==> src/rtl/crrc_pkg.sv <==
// shared constants, codes and types of the compute region residency checker
package crrc_pkg;

    localparam int SLOTS        = 64;
    localparam int MAX_OPERANDS = 3;
    localparam int SLOT_W       = $clog2(SLOTS);
    localparam int QUBIT_W      = 16;
    localparam int ACT_W        = 7;
    localparam int CMP_W        = (SLOT_W > ACT_W) ? SLOT_W : ACT_W;
    localparam int OP_FIELDS    = 3;
    localparam int OP_LIMIT     = (MAX_OPERANDS < OP_FIELDS) ? MAX_OPERANDS : OP_FIELDS;
    localparam int IN_TDATA_W   = 56;
    localparam int OUT_TDATA_W  = 8;
    localparam int CFG_IDX_W    = 1;

    localparam logic [CFG_IDX_W-1:0] CFG_ACTIVE_SLOTS = 1'b0;
    localparam logic [CFG_IDX_W-1:0] CFG_CHECK_ENABLE = 1'b1;

    typedef enum logic [1:0] {
        REQ_MOVE = 2'd0,
        REQ_SOFT = 2'd1,
        REQ_GATE = 2'd2
    } req_type_t;

    typedef enum logic [1:0] {
        ERR_NONE            = 2'd0,
        ERR_IN_RESIDENT     = 2'd1,
        ERR_OUT_ABSENT      = 2'd2,
        ERR_OPERAND_MISSING = 2'd3
    } err_code_t;

    typedef struct packed {
        logic [1:0]         req_type;
        logic [1:0]         operand_count;
        logic [QUBIT_W-1:0] qubit_a;
    } req_info_t;

    typedef struct packed {
        logic hit_a;
        logic hit_b;
        logic hit_c;
    } lane_hit_t;

    typedef struct packed {
        logic [SLOTS-1:0] hit_a;
        logic [SLOTS-1:0] hit_b;
        logic [SLOTS-1:0] hit_c;
    } match_vec_t;

    typedef struct packed {
        logic               en;
        logic [SLOTS-1:0]   sel;
        logic [QUBIT_W-1:0] data;
    } slot_wr_t;

endpackage

==> src/rtl/crrc_merge.sv <==
// merges the lane hits into a verdict, picks the replaced slot, holds the result
module crrc_merge
    import crrc_pkg::*;
(
    input  logic                   aclk,
    input  logic                   aresetn,
    input  logic                   match_vld,
    input  match_vec_t             match,
    input  req_info_t              info,
    input  logic                   check_enable,
    output logic                   take,
    output slot_wr_t               wr,
    output logic                   m_tvalid,
    input  logic                   m_tready,
    output logic [OUT_TDATA_W-1:0] m_tdata  // item_ok, error_code
);

    logic      out_vld_reg;
    logic      out_vld_next;
    logic      out_ok_reg;
    logic      out_ok_next;
    err_code_t out_code_reg;
    err_code_t out_code_next;
    logic      failed_reg;
    logic      failed_next;
    err_code_t first_code_reg;
    err_code_t first_code_next;

    err_code_t code;
    logic      any_a;
    logic      any_b;
    logic      any_c;
    logic      missing;
    logic [1:0] op_n;
    logic [SLOTS-1:0] low_b;

    assign any_a = |match.hit_a;
    assign any_b = |match.hit_b;
    assign any_c = |match.hit_c;
    assign low_b = match.hit_b & (~match.hit_b + SLOTS'(1));

    always_comb begin
        op_n    = (info.operand_count > 2'(OP_LIMIT)) ? 2'(OP_LIMIT) : info.operand_count;
        missing = ((op_n >= 2'd1) && !any_a) ||
                  ((op_n >= 2'd2) && !any_b) ||
                  ((op_n >= 2'd3) && !any_c);
    end

    always_comb begin
        code    = ERR_NONE;
        wr.en   = 1'b0;
        wr.sel  = low_b;
        wr.data = info.qubit_a;
        take    = match_vld && (!out_vld_reg || m_tready);
        if (check_enable) begin
            unique case (info.req_type)
                REQ_MOVE: begin
                    if (any_a) begin
                        code = ERR_IN_RESIDENT;
                    end else if (!any_b) begin
                        code = ERR_OUT_ABSENT;
                    end else begin
                        wr.en = take && !failed_reg;
                    end
                end
                REQ_SOFT: begin
                    code = ERR_NONE;
                end
                default: begin
                    code = missing ? ERR_OPERAND_MISSING : ERR_NONE;
                end
            endcase
        end

        out_vld_next    = take || (out_vld_reg && !m_tready);
        out_ok_next     = out_ok_reg;
        out_code_next   = out_code_reg;
        failed_next     = failed_reg;
        first_code_next = first_code_reg;
        if (take) begin
            if (failed_reg) begin
                out_ok_next   = 1'b0;
                out_code_next = first_code_reg;
            end else begin
                out_ok_next   = (code == ERR_NONE);
                out_code_next = code;
                if (code != ERR_NONE) begin
                    failed_next     = 1'b1;
                    first_code_next = code;
                end
            end
        end
    end

    always_ff @(posedge aclk) begin
        if (!aresetn) begin
            out_vld_reg    <= 1'b0;
            failed_reg     <= 1'b0;
            first_code_reg <= ERR_NONE;
        end else begin
            out_vld_reg    <= out_vld_next;
            failed_reg     <= failed_next;
            first_code_reg <= first_code_next;
        end
    end

    always_ff @(posedge aclk) begin
        out_ok_reg   <= out_ok_next;
        out_code_reg <= out_code_next;
    end

    assign m_tvalid = out_vld_reg;
    assign m_tdata  = {{(OUT_TDATA_W-3){1'b0}}, out_code_reg, out_ok_reg};

endmodule

==> config.mk <==
export PLATFORM = sky130hd
export DESIGN_NAME = crrc_merge
export DESIGN_NICKNAME = d
export VERILOG_FILES = /design/src/rtl/crrc_pkg.sv /design/src/rtl/crrc_merge.sv
export SDC_FILE = /design/constraint.sdc
export NUM_CORES = 1
export LEC_CHECK = 0
export ABC_AREA = 1
export BUFFER_PORTS_ARGS = -buffer_cell sky130_fd_sc_hd__buf_2
export CAP_MARGIN = 40
export CORE_AREA = 3 3 119 121
export CTS_BUF_LIST = sky130_fd_sc_hd__clkbuf_8
export DETAILED_ROUTE_END_ITERATION = 6
export DIE_AREA = 0 0 122 124
export GPL_TIMING_DRIVEN = 0
export SYNTH_ARGS = -nofsm -noshare
export SYNTH_HDL_FRONTEND = slang
export SYNTH_SLANG_ARGS = --single-unit
export TNS_END_PERCENT = 50
==> constraint.sdc <==
create_clock -name aclk -period 2.3 [get_ports aclk]
set_input_delay 0.46 -clock aclk [delete_from_list [all_inputs] [get_ports aclk]]
set_output_delay 0.46 -clock aclk [all_outputs]
set_load 0.05 [all_outputs]
==> results.toml <==
[worst_setup_path]
worst-path-max-fanout = 5
worstPathArrival_ns = 2.17
r2r_end = "first_code_reg[0]"
crit_chain = "buf_8 > nor2_4 > nand3_4 > nor2_8 > nand4_4 > nor2_4 > nand2_4 > nor3_4 > nand4_4 > nor2_2 > buf_6"
worstSetupPathType = "in2out"
crit_required_ns = 1.84
reg2reg_slack_ns = 1.30
critical-path-top-delay-family = "simple AND/OR/NAND/NOR gates"
cp_slowest_cell = "nor3_4"
r2r_cells = 6
worst-path-buf-inv = 2
endpoint_kind = "primary output"
startpoint_type = "primary input"
worstReg2RegStart = "m_tvalid"
cpPeakStageDelay_ns = 0.26

[timing]
finalClockSkew_ns = 0.000124
worst_slew_pin_slew_ns = 0.627
finalCritPeriodShare = 1.14
max_slew_margin = 0.578
setup_violations = 41
finalHoldViolations = 0
period_minus_slack_ns = 2.63
setup_ws_ns = -0.326
rsz0062_at_grt = "true"
max_freq_mhz = 381
holdWs_ns = 0.461
maxSlewViolCount = 0

[clock_network]
cts.sinks = 7
htreeDepth = 1
cts_hold_buf = 0
cts_made_buffers = 3
tritoncts = "yes"
clk_latency_ns = 0.22
path_clk_slew_ns = 0.04
root_buffer = "clkbuf_8"
cts.path.max_buffers = 2

[synthesis]
synthDistinctLibCells = 35
yosys.area.top_type = "nor2_1"
synthCells = 462
synth-seq-cells = 7
yosys_warnings = 0
synthesis.area_mm2 = 0.00239
synthAdderAreaFrac = 0
synthXorXnorAreaFrac = 0
yosysSeqAreaShare = 0.0711
synth-compound-area-share = 0.0167
synthTopCellsByArea = "nor2_1 26%, nand2_1 12%, inv_1 9.9%"
synth_top_family_by_area = "simple AND/OR/NAND/NOR gates"
synth_top_area_share = 0.262
avgSynthCellArea_um2 = 5.18
yosys-mux-area-fraction = 0
synthSimpleGateAreaFrac = 0.726

[global_routing]
grt-ovfl-total = 0
grt_pass1_wl_um = 17700
grt_util_all_layers = 0.148
grt_max_degree = 6
grt_pass1_vias = 3690
antenna_found_initial = 1

[layout]
layout.nets = 994
drive_gt1_frac = 0.558
synthToLayoutAreaGrowth_pct = 107
fillerInstances = 1472
final_util = 0.375
design_area_mm2 = 0.00495
num_antenna_cells = 0

[die]
chipHeight_um = 124
pin_count = 308
die_x_um = 122
core_area_mm2 = 0.0132
die_area_mm2 = 0.0151
start_util = 0.181
rows = 42

[pwr]
p_comb_frac = 0.647
swShare = 0.442
pwr-share-clk = 0.189
pwr-share-seq = 0.164
power_density_mw_per_mm2 = 174
netSwitchingPower_mw = 0.380
internal_power_mw = 0.481
leakage_nw = 2.55
ir_drop_v = 0.000278

[run_status]
violations = "negative setup slack"
outcome = "finished with violations"

[route]
wl_per_cell_um = 13.1
viasPerCell = 4.12
drt-initial-drc-count = 96
drt_first_pass_iters = 4
postRouteAntennaNets = 0
vias = 3922
drc = 0
routed_wl_um = 12400

[hold_path]
hp-start = "first_code_reg[1]"
hp-class = "reg2reg"
holdPathEnd = "first_code_reg[1]"
whs_path_depth = 2

[place]
dp_hpwl_um = 11100
numPortBuffers = 286
gp_congestion = 0.825
dpl_cell_area_mm2 = 0.00421

[job]
max_cap_violations = 0
## worst max-delay path by stage
| stage | startpoint | to | cells after the start |
|---|---|---|---|
| 6_report | match[70] | wr[79] | 11 |
| 5_1_grt | match[65] | wr[66] | 13 |
| 4_1_cts | match[65] | wr[67] | 11 |
| 3_5_place_dp | match[64] | wr[57] | 11 |
| 3_3_place_gp | match[64] | wr[57] | 11 |
| 2_1_floorplan | match[64] | wr[39] | 7 |
## what timing repair did
action | in CTS | in global routing
resized for setup | 130 | 29
buffers inserted | 11 | 9
pin swaps | 17 | 9
setup endpoints to repair | 42 | 43
## cell type report
type                       count  area (um^2)  area share
clock buffer                   3         41.3     0.00835
inverter                      72          270      0.0546
timing repair buffer         306         1890       0.383
tap                          176          220      0.0445
sequential                     7          170      0.0344
clock inverter                 1         3.75    0.000759
buffer                        23          173      0.0349
multi-input combinational    364         2180       0.440
## logic make-up after synthesis
| logic type | after synthesis |
|---|---|
| simple gates | 352 |
| compound gates | 7 |
| flops | 7 |
| other cells | 1 |
| buf+inv | 95 |
## cells in the final DEF (no fill, tap or decap), types with 2 or more instances in the layout
cell type  count
a21oi_1        4
buf_2        241
buf_4         43
buf_6         37
buf_8          8
clkbuf_8       3
conb_1         5
dfxtp_1        4
edfxtp_1       3
inv_1         62
inv_2         11
nand2_1       71
nand2_2        6
nand2_4        2
nand3_1       26
nand3_2        4
nand3_4        2
nand3b_1       2
nand4_1        9
nand4_4        2
nor2_1       137
nor2_2        20
nor2_4        26
nor3_1         8
nor3_2         5
nor3_4         4
nor3b_2        2
nor3b_4        2
nor4_1         9
nor4_2         3
nor4_4         6
## power by group through the flow
stage	clock [mW]	combinational (mW)	sequential, mW
2_1_floorplan	0	0.262	0.156
3_3_place_gp	0	0.520	0.143
3_5_place_dp	0	0.525	0.143
4_1_cts	0.170	0.551	0.141
5_1_grt	0.178	0.611	0.142
6_report	0.163	0.557	0.141
## synthesized netlist by cell type
master	instances
o211ai_1	1
nand3b_4	1
buf_4	23
nand2_2	3
nor2_8	1
edfxtp_1	3
nor2_1	167
nor3b_1	2
conb_1	1
nor4_4	1
nand3_1	30
nand3_2	1
nand2_1	75
inv_1	63
or2_1	1
nor2_4	7
nor3_1	13
o21a_1	1
nor3b_2	2
nor4_2	2
nor4_1	15
nor2_2	9
a21oi_1	4
nand3_4	1
nor3_4	1
dfxtp_1	4
nor3_2	3
nor4b_2	1
nand4_4	2
and2_2	1
inv_2	9
nand2_4	2
nand3b_1	2
o21ai_0	1
nand4_1	9
## through the flow
step | setup slack [ns] | total power, mW | setup TNS [ns] | std cells
2_1_floorplan | -0.409 | 0.418 | -6.25 | 466
3_3_place_gp | -0.672 | 0.663 | -12.72 | 928
3_5_place_dp | -0.679 | 0.668 | -13.03 | 928
4_1_cts | -0.334 | 0.863 | -6.64 | 943
5_1_grt | -0.437 | 0.931 | -11.14 | 952
6_report | -0.326 | 0.861 | -6.64 | 952
## worst register-to-register path, delay by kind of cell (launching register included)
kind            cells  cell delay (ns)
flops               1             0.30
compound gates      1             0.06
simple gates        5             0.53
## metal layers
metal | wire (um) | share of wire | vias up | GRT usage
met5 | 13 | 0.0010 | - | 0
met4 | 0 | 0 | 2 | 0
met3 | 1050 | 0.084 | 2 | 0.0277
met2 | 7070 | 0.57 | 195 | 0.321
met1 | 4290 | 0.35 | 1665 | 0.154
li1 | - | - | 2058 | -
No activity file was read; power rests on OpenSTA's default activity.
